### src/hw/rtl/ptme_pkg.sv
// Shared types, codes and constants of the page table map engine.
`timescale 1ns / 1ps
`default_nettype none

package ptme_pkg;

   // Default sizes of the table store.
   localparam int POOL_TABLES_DEF    = 16;
   localparam int IDENTITY_HUGE_DEF  = 256;

   // Fixed geometry of one table.
   localparam int ENTRY_IDX_W = 9;
   localparam int SWEEP_W     = 11;
   localparam logic [SWEEP_W-1:0] INIT_SWEEP_LAST = 11'd1535;

   // Entry bits.
   localparam logic [63:0] BIT_PRESENT  = 64'h1;
   localparam logic [63:0] BIT_WRITABLE = 64'h2;
   localparam logic [63:0] BIT_HUGE     = 64'h80;

   // Operation codes.
   localparam logic [1:0] OP_INIT = 2'd0;
   localparam logic [1:0] OP_MAP  = 2'd1;
   localparam logic [1:0] OP_READ = 2'd2;

   // Status codes.
   localparam logic [2:0] ST_OK        = 3'd0;
   localparam logic [2:0] ST_EMPTY_L3  = 3'd1;
   localparam logic [2:0] ST_HUGE_L3   = 3'd2;
   localparam logic [2:0] ST_EMPTY_L2  = 3'd3;
   localparam logic [2:0] ST_HUGE_L2   = 3'd4;
   localparam logic [2:0] ST_EMPTY_L1  = 3'd5;
   localparam logic [2:0] ST_BAD_TABLE = 3'd6;

   // Walk levels, counted from the top table.
   localparam logic [1:0] LVL_TOP  = 2'd0;
   localparam logic [1:0] LVL_PTR  = 2'd1;
   localparam logic [1:0] LVL_DIR  = 2'd2;

   typedef struct packed {
      logic [1:0]  operation;
      logic [47:0] virt_addr;
      logic [51:0] phys_addr;
      logic [63:0] page_flags;
      logic [4:0]  table_number;
      logic [8:0]  entry_index;
   } req_payload_type;

   typedef struct packed {
      logic [2:0]  status;
      logic [63:0] entry_value;
      logic [4:0]  tables_used;
   } rsp_payload_type;

   typedef enum logic [3:0] {
      S_IDLE,
      S_INIT_SWEEP,
      S_WALK_RD,
      S_WALK_EVAL,
      S_ALLOC_CLR,
      S_LEAF_WR,
      S_READ_RD,
      S_READ_DATA,
      S_RESP
   } state_type;

   // Which result the datapath latches.
   typedef enum logic [1:0] {
      RES_NONE,
      RES_LEAF,
      RES_READ,
      RES_ERR
   } res_sel_type;

   typedef struct packed {
      logic        accept;
      logic        init_start;
      logic        sweep_step;
      logic        walk_rd;
      logic        alloc;
      logic        follow;
      logic        lvl_adv;
      logic        leaf_wr;
      logic        read_rd;
      logic        set_res;
      res_sel_type res_sel;
      logic        out_load;
   } cmd_type;

   typedef struct packed {
      logic eval_fail;
      logic eval_present;
      logic lvl_last;
      logic sweep_last;
      logic tbl_bad;
      logic out_free;
   } stat_type;

endpackage

`default_nettype wire

### src/hw/rtl/ptme_ctrl.sv
// Controller state machine of the page table map engine.
`timescale 1ns / 1ps
`default_nettype none

module ptme_ctrl (
   input  wire logic              clock,
   input  wire logic              reset,
   input  wire logic              req_valid,
   input  wire logic [1:0]        req_op,
   output logic                   req_stall,
   input  wire ptme_pkg::stat_type stat,
   output ptme_pkg::cmd_type      cmd
);

   ptme_pkg::state_type state_ff, state_in;

   // State register.
   always_ff @(posedge clock) begin
      if (reset) begin
         state_ff <= ptme_pkg::S_IDLE;
      end else begin
         state_ff <= state_in;
      end
   end

   assign req_stall = (state_ff != ptme_pkg::S_IDLE);

   // Next state.
   always_comb begin
      state_in = state_ff;
      case (state_ff)
         ptme_pkg::S_IDLE: begin
            if (req_valid) begin
               case (req_op)
                  ptme_pkg::OP_INIT: state_in = ptme_pkg::S_INIT_SWEEP;
                  ptme_pkg::OP_MAP:  state_in = ptme_pkg::S_WALK_RD;
                  ptme_pkg::OP_READ: state_in = ptme_pkg::S_READ_RD;
                  default:           state_in = ptme_pkg::S_RESP;
               endcase
            end
         end
         ptme_pkg::S_INIT_SWEEP: begin
            if (stat.sweep_last) state_in = ptme_pkg::S_RESP;
         end
         ptme_pkg::S_WALK_RD: state_in = ptme_pkg::S_WALK_EVAL;
         ptme_pkg::S_WALK_EVAL: begin
            if (stat.eval_fail) begin
               state_in = ptme_pkg::S_RESP;
            end else if (stat.eval_present) begin
               state_in = stat.lvl_last ? ptme_pkg::S_LEAF_WR : ptme_pkg::S_WALK_RD;
            end else begin
               state_in = ptme_pkg::S_ALLOC_CLR;
            end
         end
         ptme_pkg::S_ALLOC_CLR: begin
            if (stat.sweep_last) begin
               state_in = stat.lvl_last ? ptme_pkg::S_LEAF_WR : ptme_pkg::S_WALK_RD;
            end
         end
         ptme_pkg::S_LEAF_WR: state_in = ptme_pkg::S_RESP;
         ptme_pkg::S_READ_RD: begin
            state_in = stat.tbl_bad ? ptme_pkg::S_RESP : ptme_pkg::S_READ_DATA;
         end
         ptme_pkg::S_READ_DATA: state_in = ptme_pkg::S_RESP;
         ptme_pkg::S_RESP: begin
            if (stat.out_free) state_in = ptme_pkg::S_IDLE;
         end
         default: state_in = ptme_pkg::S_IDLE;
      endcase
   end

   // Commands to the datapath.
   always_comb begin
      cmd = '0;
      cmd.res_sel = ptme_pkg::RES_NONE;
      case (state_ff)
         ptme_pkg::S_IDLE: begin
            if (req_valid) begin
               cmd.accept = 1'b1;
               if (req_op == ptme_pkg::OP_INIT) begin
                  cmd.init_start = 1'b1;
               end else if (req_op != ptme_pkg::OP_MAP && req_op != ptme_pkg::OP_READ) begin
                  cmd.set_res = 1'b1;
               end
            end
         end
         ptme_pkg::S_INIT_SWEEP: begin
            cmd.sweep_step = 1'b1;
            cmd.set_res    = stat.sweep_last;
         end
         ptme_pkg::S_WALK_RD: cmd.walk_rd = 1'b1;
         ptme_pkg::S_WALK_EVAL: begin
            if (stat.eval_fail) begin
               cmd.set_res = 1'b1;
               cmd.res_sel = ptme_pkg::RES_ERR;
            end else if (stat.eval_present) begin
               cmd.follow = 1'b1;
            end else begin
               cmd.alloc = 1'b1;
            end
         end
         ptme_pkg::S_ALLOC_CLR: begin
            cmd.sweep_step = 1'b1;
            cmd.lvl_adv    = stat.sweep_last;
         end
         ptme_pkg::S_LEAF_WR: begin
            cmd.leaf_wr = 1'b1;
            cmd.set_res = 1'b1;
            cmd.res_sel = ptme_pkg::RES_LEAF;
         end
         ptme_pkg::S_READ_RD: begin
            cmd.read_rd = 1'b1;
            if (stat.tbl_bad) begin
               cmd.set_res = 1'b1;
               cmd.res_sel = ptme_pkg::RES_ERR;
            end
         end
         ptme_pkg::S_READ_DATA: begin
            cmd.set_res = 1'b1;
            cmd.res_sel = ptme_pkg::RES_READ;
         end
         ptme_pkg::S_RESP: cmd.out_load = stat.out_free;
         default: cmd = '0;
      endcase
   end

endmodule

`default_nettype wire

### config.mk
export PLATFORM = sky130hd
export DESIGN_NAME = ptme_ctrl
export DESIGN_NICKNAME = d
export VERILOG_FILES = /design/src/hw/rtl/ptme_pkg.sv /design/src/hw/rtl/ptme_ctrl.sv
export SDC_FILE = /design/constraint.sdc
export NUM_CORES = 1
export LEC_CHECK = 0
export BUFFER_PORTS_ARGS = -buffer_cell sky130_fd_sc_hd__buf_2
export CORE_AREA = 2 2 39 41
export DETAILED_ROUTE_END_ITERATION = 10
export DIE_AREA = 0 0 41 43
export HOLD_SLACK_MARGIN = 0.03
export PLACE_DENSITY = 0.68
export RECOVER_POWER = 25
export SLEW_MARGIN = 25
export SYNTH_ARGS = -nofsm -noshare
export SYNTH_HDL_FRONTEND = slang
export SYNTH_SLANG_ARGS = --single-unit
### constraint.sdc
create_clock -name clock -period 3.45 [get_ports clock]
set_input_delay 0.345 -clock clock [delete_from_list [all_inputs] [get_ports clock]]
set_output_delay 0.345 -clock clock [all_outputs]
set_load 0.01 [all_outputs]
# Yosys cells after proc, flatten, opt, wreduce, memory -nomap -nowiden

Index checks and enable logic that the tools add are counted.

Register bits: 4
Output and inout port bits: 14
Logic and storage cells: 54

Equal/unequal tests: 16
Multiplexer cells: 30
Reduce and logical (&&, ||, !) cells: 7

Operators by type and width:

| operator           | number |
|---|---|
| $pmux 4 s8         | 1 |
| $mux 4             | 6 |
| $eq 4x3->1 const B | 4 |
| $mux 1             | 12 |
| $mux 3             | 4 |
| $pmux 4 s3         | 1 |
| $ne 2x2->1 const B | 5 |
| $eq 4x2->1 const B | 2 |
| $mux 2             | 4 |
| $pmux 2 s4         | 1 |
| $pmux 1 s5         | 1 |
| $eq 4x1->1 const B | 1 |
| $eq 4x4->1 const B | 1 |
| $logic_not 4->1    | 1 |
| $reduce_and 4->1   | 1 |
| $reduce_bool 4->1  | 1 |
| $reduce_or 2->1    | 2 |
| $eq 2x1->1 const B | 1 |
| $eq 2x2->1 const B | 1 |
| $logic_not 2->1    | 1 |
| $ne 2x1->1 const B | 1 |
| $logic_and 1x1->1  | 1 |

# Logic depth before layout (Yosys ltp)

Depth after elaboration: 6
Mapped depth: 6
Mapped depth without buffers: 6

# Least setup slack after synthesis

No wires, ideal clock.

Kind: register to output
Start: reg state_ff[2]
End: out cmd[3] in the netlist's numbering
Arrival time: 1.164 ns
Data required time: 3.105 ns
Setup slack: 1.941 ns
Cell stages (with the launch flop): 6
Cell sequence: dfxtp_1 buf_2 nor4_2 and2_1 nand2_1 nand3_1

RTL lines:

| element                  | line            | RTL |
|---|---|---|
| start: declaration       | ptme_ctrl.sv:15 | `ptme_pkg::state_type state_ff, state_in;` |
| start signal: assignment | ptme_ctrl.sv:20 | `state_ff <= ptme_pkg::S_IDLE;` |
| start signal: assignment | ptme_ctrl.sv:22 | `state_ff <= state_in;` |
| end: declaration         | ptme_ctrl.sv:12 | `output ptme_pkg::cmd_type cmd` |

==> flow_summary.html <==
<table>
<tr><th>Metric</th><th>Value</th></tr>
<tr><th colspan="2">Clock tree</th></tr>
<tr><td>Post_cts resized</td><td>0</td></tr>
<tr><td>Sink count of the clock tree</td><td>4</td></tr>
<tr><td>CTS tree</td><td>built</td></tr>
<tr><td>Clock slew seen by the registers of the worst setup and hold paths</td><td>0.04 ns</td></tr>
<tr><td>Post-CTS setup-driven buffer insertion count</td><td>0</td></tr>
<tr><td>Buffer type at the clock tree root</td><td>sky130_fd_sc_hd__clkbuf_4</td></tr>
<tr><td>Deepest level of the CTS H-tree</td><td>1</td></tr>
<tr><td>Clock insertion delay at the later pin of the skew report</td><td>0.24 ns</td></tr>
<tr><td>Total clock buffers created by CTS</td><td>3</td></tr>
<tr><td>Number of hold-repair buffers added at the cts stage</td><td>0</td></tr>
<tr><td>Number of buffers on the longest clock path</td><td>2</td></tr>
<tr><th colspan="2">Min path</th></tr>
<tr><td>Worst hold stages</td><td>2</td></tr>
<tr><td>Hold worst-path end</td><td>state_ff[3]</td></tr>
<tr><td>Hold Path Origin</td><td>reset</td></tr>
<tr><td>Classification of the worst-slack hold path</td><td>in2reg</td></tr>
<tr><th colspan="2">Critical path</th></tr>
<tr><td>Startpoint of the most critical register-to-register path</td><td>state_ff[1]</td></tr>
<tr><td>Reg2Reg Capture Point</td><td>state_ff[0]</td></tr>
<tr><td>Number of buffer and inverter instances along the worst setup path</td><td>1</td></tr>
<tr><td>CP Max Fanout</td><td>10</td></tr>
<tr><td>Worst R2R Setup Slack</td><td>1.89 ns</td></tr>
<tr><td>Critical path capture point type</td><td>output port</td></tr>
<tr><td>Worst path arrival time</td><td>1.58 ns</td></tr>
<tr><td>Crit-path cells</td><td>nand2b_1, nor3_1, and2_1, buf_2</td></tr>
<tr><td>Critical path's slowest cell</td><td>sky130_fd_sc_hd__dfxtp_1</td></tr>
<tr><td>Slowest Stage Delay on Critical Path</td><td>0.49 ns</td></tr>
<tr><td>Cell count of the worst reg-to-reg path</td><td>4</td></tr>
<tr><td>Setup Crit Path Kind</td><td>reg2out</td></tr>
<tr><td>Crit path launch type</td><td>register</td></tr>
<tr><td>Worst path top cell family by delay</td><td>simple AND/OR/NAND/NOR gates</td></tr>
<tr><td>Worst path required time</td><td>3.11 ns</td></tr>
<tr><th colspan="2">Job</th></tr>
<tr><td>Count of maximum capacitance violations</td><td>0</td></tr>
<tr><th colspan="2">Synth</th></tr>
<tr><td>Number of synthesized flops with an enable pin</td><td>0</td></tr>
<tr><td>Cell types with the largest area share after synthesis</td><td>sky130_fd_sc_hd__dfxtp_1 16%, sky130_fd_sc_hd__nand2b_1 8.6%, sky130_fd_sc_hd__ha_1 7.4%, sky130_fd_sc_hd__nor2_1 6.7%, sky130_fd_sc_hd__inv_1 5.2%</td></tr>
<tr><td>Fraction of synthesis flops using an asynchronous set or reset pin</td><td>0%</td></tr>
<tr><td>Flip-flop and latch count after synthesis</td><td>4</td></tr>
<tr><td>Net Count, Synth</td><td>88</td></tr>
<tr><td>Proportion of netlist area held by the largest area contributor</td><td>15.8%</td></tr>
<tr><td>Commonest cells post-synth</td><td>9 x sky130_fd_sc_hd__nor2_1, 7 x sky130_fd_sc_hd__inv_1, 7 x sky130_fd_sc_hd__nand2b_1</td></tr>
<tr><td>Synth Flop Type</td><td>sky130_fd_sc_hd__dfxtp_1</td></tr>
<tr><td>Most numerous cell in the Yosys netlist</td><td>sky130_fd_sc_hd__nor2_1</td></tr>
<tr><td>Sequential share of the synthesized area</td><td>15.8%</td></tr>
<tr><td>Cell type with the largest total area after synthesis</td><td>sky130_fd_sc_hd__dfxtp_1</td></tr>
<tr><td>Mean area per synthesized cell</td><td>6.85 um2</td></tr>
<tr><td>Cell area after synthesis</td><td>507 um2</td></tr>
<tr><td>Count of different cell masters after synthesis</td><td>30</td></tr>
<tr><td>Count of warnings emitted by yosys</td><td>0</td></tr>
<tr><td>Cells after synthesis</td><td>74</td></tr>
<tr><th colspan="2">Timing</th></tr>
<tr><td>Fmax achieved</td><td>0.519 GHz</td></tr>
<tr><td>Period Utilization, post-route</td><td>55.9%</td></tr>
<tr><td>Final slew viol count</td><td>0</td></tr>
<tr><td>Unrepaired setup endpoints after global routing</td><td>no</td></tr>
<tr><td>Actual transition at the worst max-transition pin</td><td>0.438 ns</td></tr>
<tr><td>Final-report setup violation count</td><td>0</td></tr>
<tr><td>Final-layout setup total negative slack</td><td>0 ns</td></tr>
<tr><td>Final critical-path required period</td><td>1.93 ns</td></tr>
<tr><td>Worst Hold Margin</td><td>0.319 ns</td></tr>
<tr><td>Worst clock skew</td><td>0.00522 ns</td></tr>
<tr><td>Relative slew slack</td><td>70.8%</td></tr>
<tr><td>Final Hold Fails</td><td>0</td></tr>
<tr><th colspan="2">Global routing</th></tr>
<tr><td>Antenna violations before repair</td><td>0</td></tr>
<tr><td>Pin count of the biggest net entering global routing</td><td>12</td></tr>
<tr><td>First-pass GRT wire length</td><td>2070 um</td></tr>
<tr><td>Met3 global-route usage</td><td>6.81%</td></tr>
<tr><td>Layer with the highest usage</td><td>met2</td></tr>
<tr><td>M1 GR Usage</td><td>20.1%</td></tr>
<tr><td>Global router's overall resource usage</td><td>16.9%</td></tr>
<tr><td>GR Util met2</td><td>25.9%</td></tr>
<tr><td>Via count of the first global-routing pass</td><td>520</td></tr>
<tr><td>Global-route congestion overflow total</td><td>0</td></tr>
<tr><th colspan="2">Detailed routing</th></tr>
<tr><td>DRC violation total after the first TritonRoute iteration</td><td>21</td></tr>
<tr><td>Average wire length per cell after detail routing</td><td>11.7 um</td></tr>
<tr><td>Routed vias/inst</td><td>5.50</td></tr>
<tr><td>Detailed-router iteration count before antenna repair</td><td>4</td></tr>
<tr><td>Final antenna-violating net count</td><td>0</td></tr>
<tr><td>DR vias</td><td>621</td></tr>
<tr><td>Drc violations</td><td>0</td></tr>
<tr><td>Routed Wire Length</td><td>1320 um</td></tr>
<tr><th colspan="2">Placed design</th></tr>
<tr><td>Half-perimeter wire length after detailed placement</td><td>1010 um</td></tr>
<tr><td>Total of buffers placed on input and output ports</td><td>24</td></tr>
<tr><td>Routability congestion estimate from global placement</td><td>0.805</td></tr>
<tr><th colspan="2">Final layout</th></tr>
<tr><td>Area growth syn-to-layout</td><td>26.4%</td></tr>
<tr><td>Flip-flop count of the largest register, all copies and words added</td><td>4</td></tr>
<tr><td>Number of inserted diodes</td><td>0</td></tr>
<tr><td>Largest reg by FF count</td><td>state_ff</td></tr>
<tr><td>Layout net count</td><td>113</td></tr>
<tr><td>Registers with the highest flip-flop counts</td><td>state_ff (4)</td></tr>
<tr><td>Share of post-route cells with drive strength above 1</td><td>29.9%</td></tr>
<tr><th colspan="2">Floorplan</th></tr>
<tr><td>Total die area</td><td>1760 um2</td></tr>
<tr><td>Die boundary width</td><td>41 um</td></tr>
<tr><td>Floorplan row count</td><td>14</td></tr>
<tr><td>Starting Density</td><td>36.6%</td></tr>
<tr><td>Area of the core region</td><td>1380 um2</td></tr>
<tr><td>Die height</td><td>43 um</td></tr>
<tr><td>Boundary pin count</td><td>25</td></tr>
<tr><th colspan="2">Outcome</th></tr>
<tr><td>Status</td><td>complete, no violations</td></tr>
<tr><th colspan="2">Pwr</th></tr>
<tr><td>Fraction of power spent switching nets</td><td>45.6%</td></tr>
<tr><td>Power density over cell area</td><td>465 nW/um2</td></tr>
<tr><td>Share of total power in combinational logic</td><td>52.9%</td></tr>
<tr><td>Maximum vdd drop</td><td>0.204 mV</td></tr>
<tr><td>Cell internal pwr</td><td>0.162 mW</td></tr>
<tr><td>Part of the total power dissipated in sequential elements</td><td>26.3%</td></tr>
<tr><td>Standby leakage power</td><td>0.314 nW</td></tr>
<tr><td>Part of the total power dissipated in the clock network</td><td>20.9%</td></tr>
<tr><td>Psw</td><td>0.136 mW</td></tr>
</table>
layout by cell type, fill, tap and decap left out, drive strengths merged:
cell type,n
a211oi,1
a21oi,3
a221oi,2
a31oi,1
a41oi,1
and2,3
and3,1
buf,24
clkbuf,3
dfxtp,4
ha,3
inv,7
mux2i,1
nand2,4
nand2b,7
nand3,1
nand3b,1
nor2,9
nor2b,1
nor3,5
nor4,3
nor4b,1
o21ai,6
o22ai,1
o2bb2ai,2
or2,1
or4,1
per-layer routing:
layer / routed length, um / up-vias
li1: - / 306
met1: 532 / 289
met2: 688 / 24
met3: 89 / 2
met4: 10 / 0
met5: 0 / -
cell type report:
class / instances / area (um2)
clock buffer: 3 / 22.5
sequential: 4 / 80.1
inverter: 7 / 26.3
tap: 16 / 20.0
timing repair buffer: 24 / 120
multi-input combinational: 59 / 372
fill: 153 / 743
cell families after synthesis:
| logic type | count (synthesis) | share of synthesized area [%] |
|---|---|---|
| buffers and inverters | 11 | 10.9 |
| adders and majority gates | 3 | 7.41 |
| muxes | 1 | 1.98 |
| and+or+nand+nor | 38 | 42.5 |
| DFF | 4 | 15.8 |
| AOI/OAI and AO/OA | 17 | 21.5 |
per-stage QoR:
stage / power [mW] / area (um2) / std cells / utilization (%) / setup WS [ns]
after CTS: 0.298 / 641 / 113 / 46.3 / 1.54
after global routing: 0.324 / 641 / 113 / 46.3 / 1.39
final: 0.298 / 641 / 113 / 46.3 / 1.52
after global placement: 0.235 / 618 / 110 / 44.7 / 1.76
after floorplan: 0.196 / 507 / 74 / - / 1.94
after detailed placement: 0.235 / 618 / 110 / 44.7 / 1.79
power by group through the flow:
stage               registers [mW]  logic (mW)  clock network [mW]
floorplan                   0.0607       0.135                   0
global placement            0.0770       0.158                   0
detailed placement          0.0789       0.156                   0
CTS                         0.0778       0.158              0.0631
global route                0.0802       0.176              0.0675
finish                      0.0782       0.157              0.0621
worst max-delay path by stage:
stage                           start     end  slack, ns  depth (start not counted)
after floorplan           state_ff[2]  cmd[3]       1.94                          5
after detailed placement  state_ff[1]  cmd[7]       1.79                          4
after CTS                 state_ff[1]  cmd[7]       1.54                          4
after global routing      state_ff[0]  cmd[7]       1.39                          4
final                     state_ff[1]  cmd[7]       1.52                          4
after global placement    state_ff[1]  cmd[7]       1.76                          4
Power figures use the tool's default switching activity.
